### src/rtl/safp_pkg.sv
// Shared types, sizes and codes for the sensor average frame packer.
// No dependencies; imported by the controller, the datapath and the top level.
`default_nettype none

package safp_pkg;

  // Channel counts and fixed-point format of the averages
  localparam int LOAD_CHANNELS = 6;
  localparam int IMU_CHANNELS  = 2;
  localparam int FRAC_BITS     = 16;
  localparam int TOT_CH        = LOAD_CHANNELS + IMU_CHANNELS;
  localparam int IDX_W         = (TOT_CH > 1) ? $clog2(TOT_CH) : 1;

  // Field widths
  localparam int CMD_W        = 2;
  localparam int CH_W         = 3;
  localparam int CHC_W        = CH_W + 1;
  localparam int SAMPLE_W     = 32;
  localparam int BYTE_W       = 8;
  localparam int BIDX_W       = 5;
  localparam int CFG_W        = 16;
  localparam int CFG_IDX_W    = 2;

  // Smoothing factor is unsigned Q0.16
  localparam int ALPHA_W      = 16;
  localparam int ALPHA_FRAC   = 16;

  // Average, difference magnitude and split multiply widths
  localparam int AVG_W        = SAMPLE_W + FRAC_BITS;
  localparam int DIFF_W       = AVG_W + 1;
  localparam int MAG_W        = AVG_W;
  localparam int LO_W         = 24;
  localparam int HI_W         = MAG_W - LO_W;
  localparam int PROD_W       = LO_W + ALPHA_W;
  localparam int SUM_W        = MAG_W + ALPHA_W + 1;

  // Frame layout
  localparam int LOAD_BYTES   = 2;
  localparam int IMU_BYTES    = 4;
  localparam int FRAME_LEN    = 2 + LOAD_BYTES * LOAD_CHANNELS + IMU_BYTES * IMU_CHANNELS;
  localparam int CNT_W        = $clog2(FRAME_LEN);
  localparam logic [BYTE_W-1:0] FRAME_MARK = 8'hAA;

  // Register reset values
  localparam logic [CFG_W-1:0] LOAD_ALPHA_RST = 16'd19661;
  localparam logic [CFG_W-1:0] IMU_ALPHA_RST  = 16'd6554;
  localparam logic [CFG_W-1:0] INTERVAL_RST   = 16'd13;

  // Register indexes
  typedef enum logic [CFG_IDX_W-1:0] {
    REG_LOAD_ALPHA = 2'd0,
    REG_IMU_ALPHA  = 2'd1,
    REG_INTERVAL   = 2'd2
  } reg_idx_t;

  // Request command codes
  typedef enum logic [CMD_W-1:0] {
    CMD_LOAD   = 2'd0,
    CMD_IMU    = 2'd1,
    CMD_TICK   = 2'd2,
    CMD_TXDONE = 2'd3
  } cmd_code_t;

  // Controller to datapath commands
  typedef struct packed {
    logic item_load;
    logic decode;
    logic mul_lo;
    logic mul_hi;
    logic acc;
    logic write;
    logic send_start;
    logic send_byte;
  } ctrl_cmd_t;

  // Datapath to controller status
  typedef struct packed {
    logic is_sample;
    logic need_mul;
    logic send_ok;
    logic out_free;
    logic last;
  } ctrl_status_t;

endpackage

`default_nettype wire

### src/rtl/safp_ctrl.sv
// Sequencing state machine of the frame packer.
// Depends on safp_pkg; drives commands into safp_datapath.
`default_nettype none

module safp_ctrl import safp_pkg::*; (
  input  logic         clk,
  input  logic         rst,
  input  logic         in_valid,
  output logic         in_stall,
  input  ctrl_status_t status,
  output ctrl_cmd_t    ctl
);

  typedef enum logic [7:0] {
    ST_IDLE   = 8'b0000_0001,
    ST_DECODE = 8'b0000_0010,
    ST_MUL_LO = 8'b0000_0100,
    ST_MUL_HI = 8'b0000_1000,
    ST_ACC    = 8'b0001_0000,
    ST_WRITE  = 8'b0010_0000,
    ST_CHECK  = 8'b0100_0000,
    ST_SEND   = 8'b1000_0000
  } state_t;

  state_t state, state_next;

  // Requests are taken only in idle
  assign in_stall = (state != ST_IDLE);

  // Command decode
  always_comb begin
    ctl            = '0;
    ctl.item_load  = (state == ST_IDLE) && in_valid;
    ctl.decode     = (state == ST_DECODE);
    ctl.mul_lo     = (state == ST_MUL_LO);
    ctl.mul_hi     = (state == ST_MUL_HI);
    ctl.acc        = (state == ST_ACC);
    ctl.write      = (state == ST_WRITE);
    ctl.send_start = (state == ST_CHECK) && status.send_ok;
    ctl.send_byte  = (state == ST_SEND) && status.out_free;
  end

  // Next state
  always_comb begin
    state_next = state;
    unique case (state)
      ST_IDLE: begin
        if (in_valid) state_next = ST_DECODE;
      end
      ST_DECODE: begin
        if (!status.is_sample) state_next = ST_CHECK;
        else if (status.need_mul) state_next = ST_MUL_LO;
        else state_next = ST_IDLE;
      end
      ST_MUL_LO: state_next = ST_MUL_HI;
      ST_MUL_HI: state_next = ST_ACC;
      ST_ACC:    state_next = ST_WRITE;
      ST_WRITE:  state_next = ST_IDLE;
      ST_CHECK: begin
        state_next = status.send_ok ? ST_SEND : ST_IDLE;
      end
      ST_SEND: begin
        if (status.out_free && status.last) state_next = ST_IDLE;
      end
      default: state_next = ST_IDLE;
    endcase
  end

  always_ff @(posedge clk) begin
    if (rst) state <= ST_IDLE;
    else     state <= state_next;
  end

endmodule

`default_nettype wire

### src/rtl/safp_datapath.sv
// Datapath: configuration registers, averages, split EMA multiply, frame byte
// generator and output register. Depends on safp_pkg; driven by safp_ctrl.
`default_nettype none

module safp_datapath import safp_pkg::*; (
  input  logic                       clk,
  input  logic                       rst,
  input  ctrl_cmd_t                  ctl,
  output ctrl_status_t               status,
  input  logic                       cfg_we,
  input  logic [CFG_IDX_W-1:0]       cfg_index,
  input  logic [CFG_W-1:0]           cfg_data,
  input  logic [CMD_W-1:0]           cmd,
  input  logic [CH_W-1:0]            channel,
  input  logic signed [SAMPLE_W-1:0] sample,
  input  logic                       sensor_fault,
  output logic                       out_valid,
  input  logic                       out_stall,
  output logic [BYTE_W-1:0]          frame_byte,
  output logic [BIDX_W-1:0]          byte_index,
  output logic                       last_byte
);

  // Configuration
  logic [ALPHA_W-1:0] load_alpha, imu_alpha;
  logic [CFG_W-1:0]   frame_interval_ms;

  // Block state
  logic [AVG_W-1:0]  avg_mem [TOT_CH];
  logic [TOT_CH-1:0] seen;
  logic              load_failed, imu_failed, link_busy;
  logic [15:0]       elapsed_ms;

  // Held request
  cmd_code_t                cmd_q;
  logic [CH_W-1:0]          ch_q;
  logic signed [SAMPLE_W-1:0] sample_q;
  logic                     fault_q;

  // Update pipeline registers
  logic [AVG_W-1:0]  avg_q;
  logic              neg_q;
  logic [MAG_W-1:0]  mag_q;
  logic [PROD_W-1:0] prod_lo, prod_hi;
  logic [SUM_W-1:0]  sum_q;

  // Frame walk
  logic [CNT_W-1:0] bcnt;
  logic [IDX_W-1:0] ch_ptr;
  logic [1:0]       byte_sel;

  // Request decode
  logic             is_load, is_imu, ch_valid, grp_failed, upd_ok;
  logic [IDX_W-1:0] item_idx, rd_idx;
  logic signed [SAMPLE_W-1:0] x32;
  logic [AVG_W-1:0] target, avg_rd;
  logic [DIFF_W-1:0] diff, diff_abs;
  logic              diff_neg;
  logic [ALPHA_W-1:0] alpha;

  assign is_load  = (cmd_q == CMD_LOAD);
  assign is_imu   = (cmd_q == CMD_IMU);
  assign ch_valid = is_load ? ({1'b0, ch_q} < CHC_W'(LOAD_CHANNELS))
                            : ({1'b0, ch_q} < CHC_W'(IMU_CHANNELS));
  assign item_idx = is_load ? IDX_W'(ch_q) : IDX_W'(LOAD_CHANNELS) + IDX_W'(ch_q);
  assign grp_failed = is_load ? load_failed : imu_failed;
  assign upd_ok   = (is_load || is_imu) && !grp_failed && !fault_q && ch_valid;
  assign alpha    = is_imu ? imu_alpha : load_alpha;

  // Load samples saturate to int16
  always_comb begin
    x32 = sample_q;
    if (is_load) begin
      if (sample_q > 32'sd32767)       x32 = 32'sd32767;
      else if (sample_q < -32'sd32768) x32 = -32'sd32768;
    end
  end

  assign target = {x32, {FRAC_BITS{1'b0}}};

  // Single read port on the averages
  assign rd_idx = ctl.decode ? item_idx : ch_ptr;
  assign avg_rd = avg_mem[rd_idx];

  // Difference and its magnitude
  assign diff     = {target[AVG_W-1], target} - {avg_rd[AVG_W-1], avg_rd};
  assign diff_neg = diff[DIFF_W-1];
  assign diff_abs = diff_neg ? (~diff + 1'b1) : diff;

  // Shared 24x16 multiplier, low half then high half of the magnitude
  logic [LO_W-1:0]   mul_a;
  logic [PROD_W-1:0] mul_p;
  assign mul_a = ctl.mul_hi ? LO_W'(mag_q[MAG_W-1:LO_W]) : mag_q[LO_W-1:0];
  assign mul_p = PROD_W'(mul_a) * PROD_W'(alpha);

  // Rounding: downward moves use the ceiling of the scaled product
  localparam logic [SUM_W-1:0] RND = SUM_W'((1 << ALPHA_FRAC) - 1);
  logic [MAG_W-1:0] step;
  logic [AVG_W-1:0] avg_new;
  assign step    = sum_q[ALPHA_FRAC +: MAG_W];
  assign avg_new = neg_q ? (avg_q - AVG_W'(step)) : (avg_q + AVG_W'(step));

  // Frame byte generation: truncate toward zero, pick byte
  localparam logic [AVG_W-1:0] TRUNC_RND = AVG_W'((1 << FRAC_BITS) - 1);
  logic [AVG_W-1:0]    trunc_sum;
  logic [31:0]         word;
  logic                ptr_load, ptr_failed, mark, ch_last_byte;
  logic [BYTE_W-1:0]   data_byte, next_byte;

  assign trunc_sum    = avg_rd + (avg_rd[AVG_W-1] ? TRUNC_RND : '0);
  assign ptr_load     = (32'(ch_ptr) < LOAD_CHANNELS);
  assign ptr_failed   = ptr_load ? load_failed : imu_failed;
  assign word         = ptr_failed ? 32'd0 : trunc_sum[FRAC_BITS +: 32];
  assign data_byte    = word[8*byte_sel +: 8];
  assign mark         = (bcnt == '0) || (bcnt == CNT_W'(FRAME_LEN - 1));
  assign next_byte    = mark ? FRAME_MARK : data_byte;
  assign ch_last_byte = ptr_load ? (byte_sel == 2'(LOAD_BYTES - 1))
                                 : (byte_sel == 2'(IMU_BYTES - 1));

  // Status
  always_comb begin
    status           = '0;
    status.is_sample = is_load || is_imu;
    status.need_mul  = upd_ok && seen[item_idx];
    status.send_ok   = (elapsed_ms > frame_interval_ms) && !link_busy;
    status.out_free  = !out_valid || !out_stall;
    status.last      = (bcnt == CNT_W'(FRAME_LEN - 1));
  end

  // Configuration writes
  always_ff @(posedge clk) begin
    if (rst) begin
      load_alpha        <= LOAD_ALPHA_RST;
      imu_alpha         <= IMU_ALPHA_RST;
      frame_interval_ms <= INTERVAL_RST;
    end else if (cfg_we) begin
      unique case (cfg_index)
        REG_LOAD_ALPHA: load_alpha        <= cfg_data;
        REG_IMU_ALPHA:  imu_alpha         <= cfg_data;
        REG_INTERVAL:   frame_interval_ms <= cfg_data;
        default: ;
      endcase
    end
  end

  // Request capture
  always_ff @(posedge clk) begin
    if (ctl.item_load) begin
      cmd_q    <= cmd_code_t'(cmd);
      ch_q     <= channel;
      sample_q <= sample;
      fault_q  <= sensor_fault;
    end
  end

  // Multiply and accumulate registers
  always_ff @(posedge clk) begin
    if (ctl.decode) begin
      avg_q <= avg_rd;
      neg_q <= diff_neg;
      mag_q <= diff_abs[MAG_W-1:0];
    end
    if (ctl.mul_lo) prod_lo <= mul_p;
    if (ctl.mul_hi) prod_hi <= mul_p;
    if (ctl.acc) begin
      sum_q <= (SUM_W'(prod_hi) << LO_W) + SUM_W'(prod_lo) + (neg_q ? RND : '0);
    end
  end

  // Averages, flags, timer and link state
  always_ff @(posedge clk) begin
    if (rst) begin
      for (int i = 0; i < TOT_CH; i++) avg_mem[i] <= '0;
      seen        <= '0;
      load_failed <= 1'b0;
      imu_failed  <= 1'b0;
      link_busy   <= 1'b0;
      elapsed_ms  <= '0;
    end else begin
      if (ctl.decode) begin
        if (is_load && fault_q) load_failed <= 1'b1;
        if (is_imu && fault_q)  imu_failed  <= 1'b1;
        // first sample of a channel loads directly
        if (upd_ok && !seen[item_idx]) begin
          avg_mem[item_idx] <= target;
          seen[item_idx]    <= 1'b1;
        end
        if (cmd_q == CMD_TICK && elapsed_ms != 16'hFFFF) elapsed_ms <= elapsed_ms + 16'd1;
        if (cmd_q == CMD_TXDONE) link_busy <= 1'b0;
      end
      if (ctl.write) avg_mem[item_idx] <= avg_new;
      if (ctl.send_start) begin
        link_busy  <= 1'b1;
        elapsed_ms <= '0;
      end
    end
  end

  // Frame walk pointers
  always_ff @(posedge clk) begin
    if (rst) begin
      bcnt     <= '0;
      ch_ptr   <= '0;
      byte_sel <= '0;
    end else if (ctl.send_start) begin
      bcnt     <= '0;
      ch_ptr   <= '0;
      byte_sel <= '0;
    end else if (ctl.send_byte) begin
      bcnt <= bcnt + 1'b1;
      if (!mark) begin
        if (ch_last_byte) begin
          byte_sel <= '0;
          if (ch_ptr != IDX_W'(TOT_CH - 1)) ch_ptr <= ch_ptr + 1'b1;
        end else begin
          byte_sel <= byte_sel + 2'd1;
        end
      end
    end
  end

  // Output register
  always_ff @(posedge clk) begin
    if (rst) begin
      out_valid <= 1'b0;
    end else if (ctl.send_byte) begin
      out_valid <= 1'b1;
    end else if (!out_stall) begin
      out_valid <= 1'b0;
    end
  end

  always_ff @(posedge clk) begin
    if (ctl.send_byte) begin
      frame_byte <= next_byte;
      byte_index <= BIDX_W'(bcnt);
      last_byte  <= status.last;
    end
  end

  // Sending a frame marks the link busy and restarts the timer
  a_send_start: assert property (@(posedge clk) disable iff (rst)
    ctl.send_start |=> link_busy && (elapsed_ms == '0))
    else $error("send start did not set link busy / clear timer");

  // The closing byte is always the end marker at the final position
  a_last_mark: assert property (@(posedge clk) disable iff (rst)
    (out_valid && last_byte) |->
      (frame_byte == FRAME_MARK) && (byte_index == BIDX_W'(FRAME_LEN - 1)))
    else $error("last byte is not the end marker");

  // Channel pointer never walks past the last channel
  a_ptr_bound: assert property (@(posedge clk) disable iff (rst)
    ch_ptr <= IDX_W'(TOT_CH - 1))
    else $error("channel pointer out of range");

  // A byte is never loaded over one that is still stalled
  a_no_overwrite: assert property (@(posedge clk) disable iff (rst)
    (out_valid && out_stall) |-> !ctl.send_byte)
    else $error("output register overwritten while stalled");

endmodule

`default_nettype wire

### src/rtl/sensor_average_frame_packer.sv
// Sensor average frame packer: top level joining controller and datapath.
// Depends on safp_pkg, safp_ctrl and safp_datapath.
//
// Usage:
//   Requests enter on in_valid/in_stall with cmd, channel, sample and
//   sensor_fault. cmd selects a load-cell sample, an IMU sample, a
//   millisecond tick or a transmit-done event. Samples update the moving
//   average of their channel; ticks and transmit-done may start a frame.
//   Frame bytes leave on out_valid/out_stall, one byte at a time, with
//   byte_index and last_byte flagging the closing marker.
//   Flow: after acceptance a sample goes back to idle from decode when it is
//   the first of its channel (or ignored); otherwise the 48x16 product is formed
//   in two passes through one 24x16 multiplier, then accumulated and written.
//   Tick and transmit-done are decoded and checked, and when a frame goes out
//   its 22 bytes are walked in order while the receiver does not stall.
//   The output register lets the next request enter while the last byte waits.
//   A stalled receiver freezes the current byte and pauses the frame walk.
//   Reset (rst, synchronous) restores register defaults, clears averages,
//   fault flags, timer and link state. Configuration writes on cfg_we take
//   effect at once and are meant for idle periods.
`default_nettype none

module sensor_average_frame_packer import safp_pkg::*; (
  input  logic                       clk,
  input  logic                       rst,
  input  logic                       cfg_we,
  input  logic [CFG_IDX_W-1:0]       cfg_index,
  input  logic [CFG_W-1:0]           cfg_data,
  input  logic                       in_valid,
  output logic                       in_stall,
  input  logic [CMD_W-1:0]           cmd,
  input  logic [CH_W-1:0]            channel,
  input  logic signed [SAMPLE_W-1:0] sample,
  input  logic                       sensor_fault,
  output logic                       out_valid,
  input  logic                       out_stall,
  output logic [BYTE_W-1:0]          frame_byte,
  output logic [BIDX_W-1:0]          byte_index,
  output logic                       last_byte
);

  ctrl_cmd_t    ctl;
  ctrl_status_t status;

  safp_ctrl u_ctrl (
    .clk      (clk),
    .rst      (rst),
    .in_valid (in_valid),
    .in_stall (in_stall),
    .status   (status),
    .ctl      (ctl)
  );

  safp_datapath u_datapath (
    .clk          (clk),
    .rst          (rst),
    .ctl          (ctl),
    .status       (status),
    .cfg_we       (cfg_we),
    .cfg_index    (cfg_index),
    .cfg_data     (cfg_data),
    .cmd          (cmd),
    .channel      (channel),
    .sample       (sample),
    .sensor_fault (sensor_fault),
    .out_valid    (out_valid),
    .out_stall    (out_stall),
    .frame_byte   (frame_byte),
    .byte_index   (byte_index),
    .last_byte    (last_byte)
  );

endmodule

`default_nettype wire
### config.mk
export PLATFORM = sky130hd
export DESIGN_NAME = sensor_average_frame_packer
export DESIGN_NICKNAME = d
export VERILOG_FILES = /design/src/rtl/safp_pkg.sv /design/src/rtl/safp_ctrl.sv /design/src/rtl/safp_datapath.sv /design/src/rtl/sensor_average_frame_packer.sv
export SDC_FILE = /design/constraint.sdc
export NUM_CORES = 2
export LEC_CHECK = 0
export CAP_MARGIN = 20
export CORE_MARGIN = 2
export CORE_UTILIZATION = 40
export CTS_CLUSTER_DIAMETER = 150
export DETAILED_ROUTE_END_ITERATION = 12
export DONT_BUFFER_PORTS = 1
export MAX_ROUTING_LAYER = met4
export PLACE_DENSITY_LB_ADDON = 0.15
export SETUP_SLACK_MARGIN = 0.15
export SLEW_MARGIN = 20
export SYNTH_ARGS = -nofsm -noshare
export SYNTH_HDL_FRONTEND = slang
export SYNTH_HIERARCHICAL = 1
export SYNTH_SLANG_ARGS = --single-unit
### constraint.sdc
create_clock -name clk -period 9.5 [get_ports clk]
set_clock_uncertainty 0.05 [all_clocks]
set_input_delay 1.9 -clock clk [delete_from_list [all_inputs] [get_ports clk]]
set_output_delay 1.9 -clock clk [all_outputs]
set_load 0.005 [all_outputs]
==> results.rst <==
.. list-table::
   :header-rows: 1

   * - Metric
     - Value
   * - Leading register cell type out of synthesis
     - edfxtp_1
   * - Aggregate routed wire length
     - approximately 170 mm
   * - Sort of element at the end of the critical path
     - register
   * - Number of clock sinks seen by CTS
     - about 750
   * - First-pass GRT wire length
     - 245 mm
   * - Clk slew on worst S/H paths
     - 0.06 ns
   * - RSZ-0062 raised after global routing
     - false
   * - Worst-case hold slack
     - 0.403 ns
   * - Number of enable-type register cells in the synthesized netlist
     - 660
   * - Number of buffers between clock root and the deepest sink
     - 3
   * - Top-area cell type share of the netlist area
     - 37.8%
   * - Number of endpoints failing setup at the final stage
     - 0
   * - Total negative slack for setup checks
     - 0 ns
   * - H-tree level count
     - 3
   * - Insertion delay of the later-clocked pin in the worst-skew pair
     - 0.69 ns
   * - Hpwl dp
     - 122 mm
   * - Effective utilization at floorplan
     - 40.4%
   * - Crit path largest cell delay
     - 0.67 ns
   * - Worst Reg2Reg Path Length in Cells
     - 31
   * - Synthesized netlist cell count
     - 5174
   * - CP endpoint
     - u_datapath/prod_hi[37]
   * - Slowest CP cell
     - or4b_2
   * - Worst IR drop on VDD
     - 0.928 mV
   * - Endpoint of the worst register-to-register path
     - u_datapath/prod_hi[37]
   * - TritonCTS clock tree
     - done
   * - Flop and latch count out of synthesis
     - 754
   * - Number of global-route vias before repair
     - 37.8k
   * - Final Hold Viols
     - 0
   * - Fmax
     - between 0.1 and 0.15 GHz
   * - Type of origin of the critical path
     - register
   * - Last weighted congestion value of the routability-driven placer
     - approximately 0.95
   * - Post-Synthesis Net Count
     - 5807
   * - Post-synthesis to final-layout area growth
     - 9.89%
   * - Max_cap viols
     - 0
   * - Sequential-to-total area share from yosys stat
     - 41.4%
   * - Core area
     - around 130000 um^2
   * - Clock tree root buffer cell
     - clkbuf_16
   * - Origin of the critical flop-to-flop path
     - u_ctrl/state[1]
   * - Final Slew Violations
     - 0
   * - Commonest cells after routing, fill and taps aside
     - 731 x nor2_1, 660 x edfxtp_1, 605 x nand2_1, 487 x inv_1, 307 x fa_1
   * - Count of nets left with antenna violations after detail routing
     - 0
   * - Worst EP arrival
     - 9.23 ns
   * - Overall die width
     - 366 um
   * - Static leakage power
     - 0.0227 uW
   * - TritonCTS buffer count
     - 85
   * - Power Dens Cells
     - 335 nW/um^2
   * - Slew of the pin with the lowest slew margin
     - roughly 1.1 ns
   * - Crit path max fanout
     - 14
   * - Total Die Area
     - ~130000 um^2
   * - # IOs
     - just under 80
   * - 1st-iter DRT viols
     - ~3.4k
   * - All-Layer GR Usage
     - 25.1%
   * - Yosys Warn Count
     - 6
   * - Worst Setup Path Type
     - reg -> reg
   * - Drc violations
     - 0
   * - Antenna diode count
     - 0
   * - Final Critical Period
     - ~8.9 ns
   * - Number of antenna violations at the first check in global routing
     - 5
   * - Fraction of final layout cells sized beyond drive strength 1
     - 7.83%
   * - Final layout net count
     - 5785
   * - Count of input and output buffers
     - 0
   * - Cell Rows
     - 132
   * - Headroom to the max-slew limit
     - 26.1%
   * - Drt first pass iters
     - 5
   * - Most common cell after layout, fill and taps aside
     - nor2_1
   * - Worst hold path type
     - reg -> reg
   * - Result of the run
     - finished clean
   * - Number of distinct standard cells referenced by the synthesized netlist
     - ~100
   * - Worst setup path startpoint
     - u_ctrl/state[1]
   * - Critical path's most frequent cell
     - fa_1
   * - Maximum number of pins on one net before global-route repair
     - 79
   * - Post-synthesis instance area
     - 52400 um^2
   * - Via/cell ratio
     - 5.48
   * - Per-instance average area after synthesis
     - 10.1 um^2
   * - Required time at the endpoint of the critical path
     - 9.86 ns
   * - Overall via count from detail_route
     - 38.1k
   * - Cells taking the most area after synthesis
     - edfxtp_1 38%, fa_1 12%, ha_1 6.3%
   * - Global route overflow
     - 0
   * - Proportion of register bits with asynchronous set or reset after synthesis
     - 0%
   * - Area leader, netlist
     - edfxtp_1
   * - Die Ht
     - 366 um
   * - Wire per inst
     - about 24 um
   * - Number of buffers inserted by hold repair at cts
     - 0
   * - Share of the cycle needed by the critical path after routing
     - 93.4%
   * - R2R Setup Slk
     - 0.63 ns
cell usage after synthesis (50+ instances only):
library cell,n
a211oi_1,63
a21o_1,90
a21oi_1,235
a31oi_1,50
clkbuf_1,162
dfxtp_1,94
edfxtp_1,660
fa_1,307
ha_1,265
inv_1,488
mux2i_1,118
nand2_1,609
nand2b_1,51
nand3_1,65
nor2_1,733
nor3_1,64
o21ai_0,117
xnor2_1,206
xor2_1,74
per-stage QoR:
stage | total power [uW] | utilization [%] | area (um^2) | setup slack (ns) | instances
detailed placement | 15900 | 42.1 | 54700 | 0.228 | 6805
global route | 20700 | 44.3 | 57600 | 0.171 | 6963
CTS | 19300 | 44.3 | 57500 | 0.226 | 6961
floorplan | 11700 | - | 52400 | 0.193 | 5174
finish | 19300 | 44.3 | 57600 | 0.626 | 6963
global placement | 16000 | 42.1 | 54700 | 0.354 | 6805
worst min path at each step:
stage	from	to	slack (ns)	cells past startpoint
after floorplan	u_datapath/load_alpha[8]	u_datapath/load_alpha[8]	0.38	2
after global placement	u_datapath/frame_interval_ms[1]	u_datapath/frame_interval_ms[1]	0.39	2
after detailed placement	u_datapath/frame_interval_ms[12]	u_datapath/frame_interval_ms[12]	0.39	2
after CTS	u_datapath/frame_interval_ms[12]	u_datapath/frame_interval_ms[12]	0.40	2
after global routing	u_datapath/frame_interval_ms[15]	u_datapath/frame_interval_ms[15]	0.42	2
final	u_datapath/frame_interval_ms[13]	u_datapath/frame_interval_ms[13]	0.40	2
worst max-delay path, delay by kind of cell (launching register included):
| family | cells | cell delay (ns) |
|---|---|---|
| buf+inv | 6 | 0.61 |
| fa+ha+maj | 7 | 3.43 |
| simple gates | 9 | 1.87 |
| xor+xnor | 1 | 0.14 |
| mux | 1 | 0.21 |
| compound gates | 7 | 1.92 |
| flops | 1 | 0.37 |
area by class of cell:
class                      instances  area, um^2
fill                           12500       72200
sequential                       754       21700
clock inverter                    56         601
inverter                         494        1860
timing repair buffer             110         896
tap                             1742        2180
clock buffer                     100        2210
multi-input combinational       3707       28100
cell families (layout without fill, tap and decap cells):
family	Yosys count	after routing	synth area share [%]
adder cells (fa/ha/maj)	572	572	18.1
flip-flops	754	754	41.4
AO/OA/AOI/OAI	784	784	9.67
buffers and inverters	714	760	5.26
multiplexers	205	205	4.90
AND/OR/NAND/NOR	1865	1866	16.0
XOR/XNOR	280	280	4.68
routing by layer:
metal  global-route usage, %  share of wire, %  wire (um)  up-vias
met5                       -                 0          0        -
met4                    7.81               3.2       5220        0
met3                    4.20               6.4      10600      245
met2                    37.8                45      74100     1231
met1                    34.5                46      75500    18900
li1                        -                 -          -    17700
where the power goes:
group	leakage (uW)	internal, uW	total [uW]	switching, uW
sequential	0.00723	4630	4700	64.5
combinational	0.0141	3840	11300	7430
clock	0.00136	1930	3340	1410
sequential cells by signal, indices dropped and copies added (netlist names), 32 cells and up:
| signal | flops |
|---|---|
| u_datapath/sample_q | 32 |
| u_datapath/mag_q | 47 |
| u_datapath/avg_mem | 384 |
| u_datapath/sum_q | 48 |
| u_datapath/avg_q | 48 |
| u_datapath/prod_lo | 40 |
| u_datapath/prod_hi | 40 |
timing repair:
item | CTS | global route
buffers inserted | 0 | 1
resized for setup | 0 | 15
setup endpoints to repair | 0 | 9
Power figures use the tool's default switching activity.
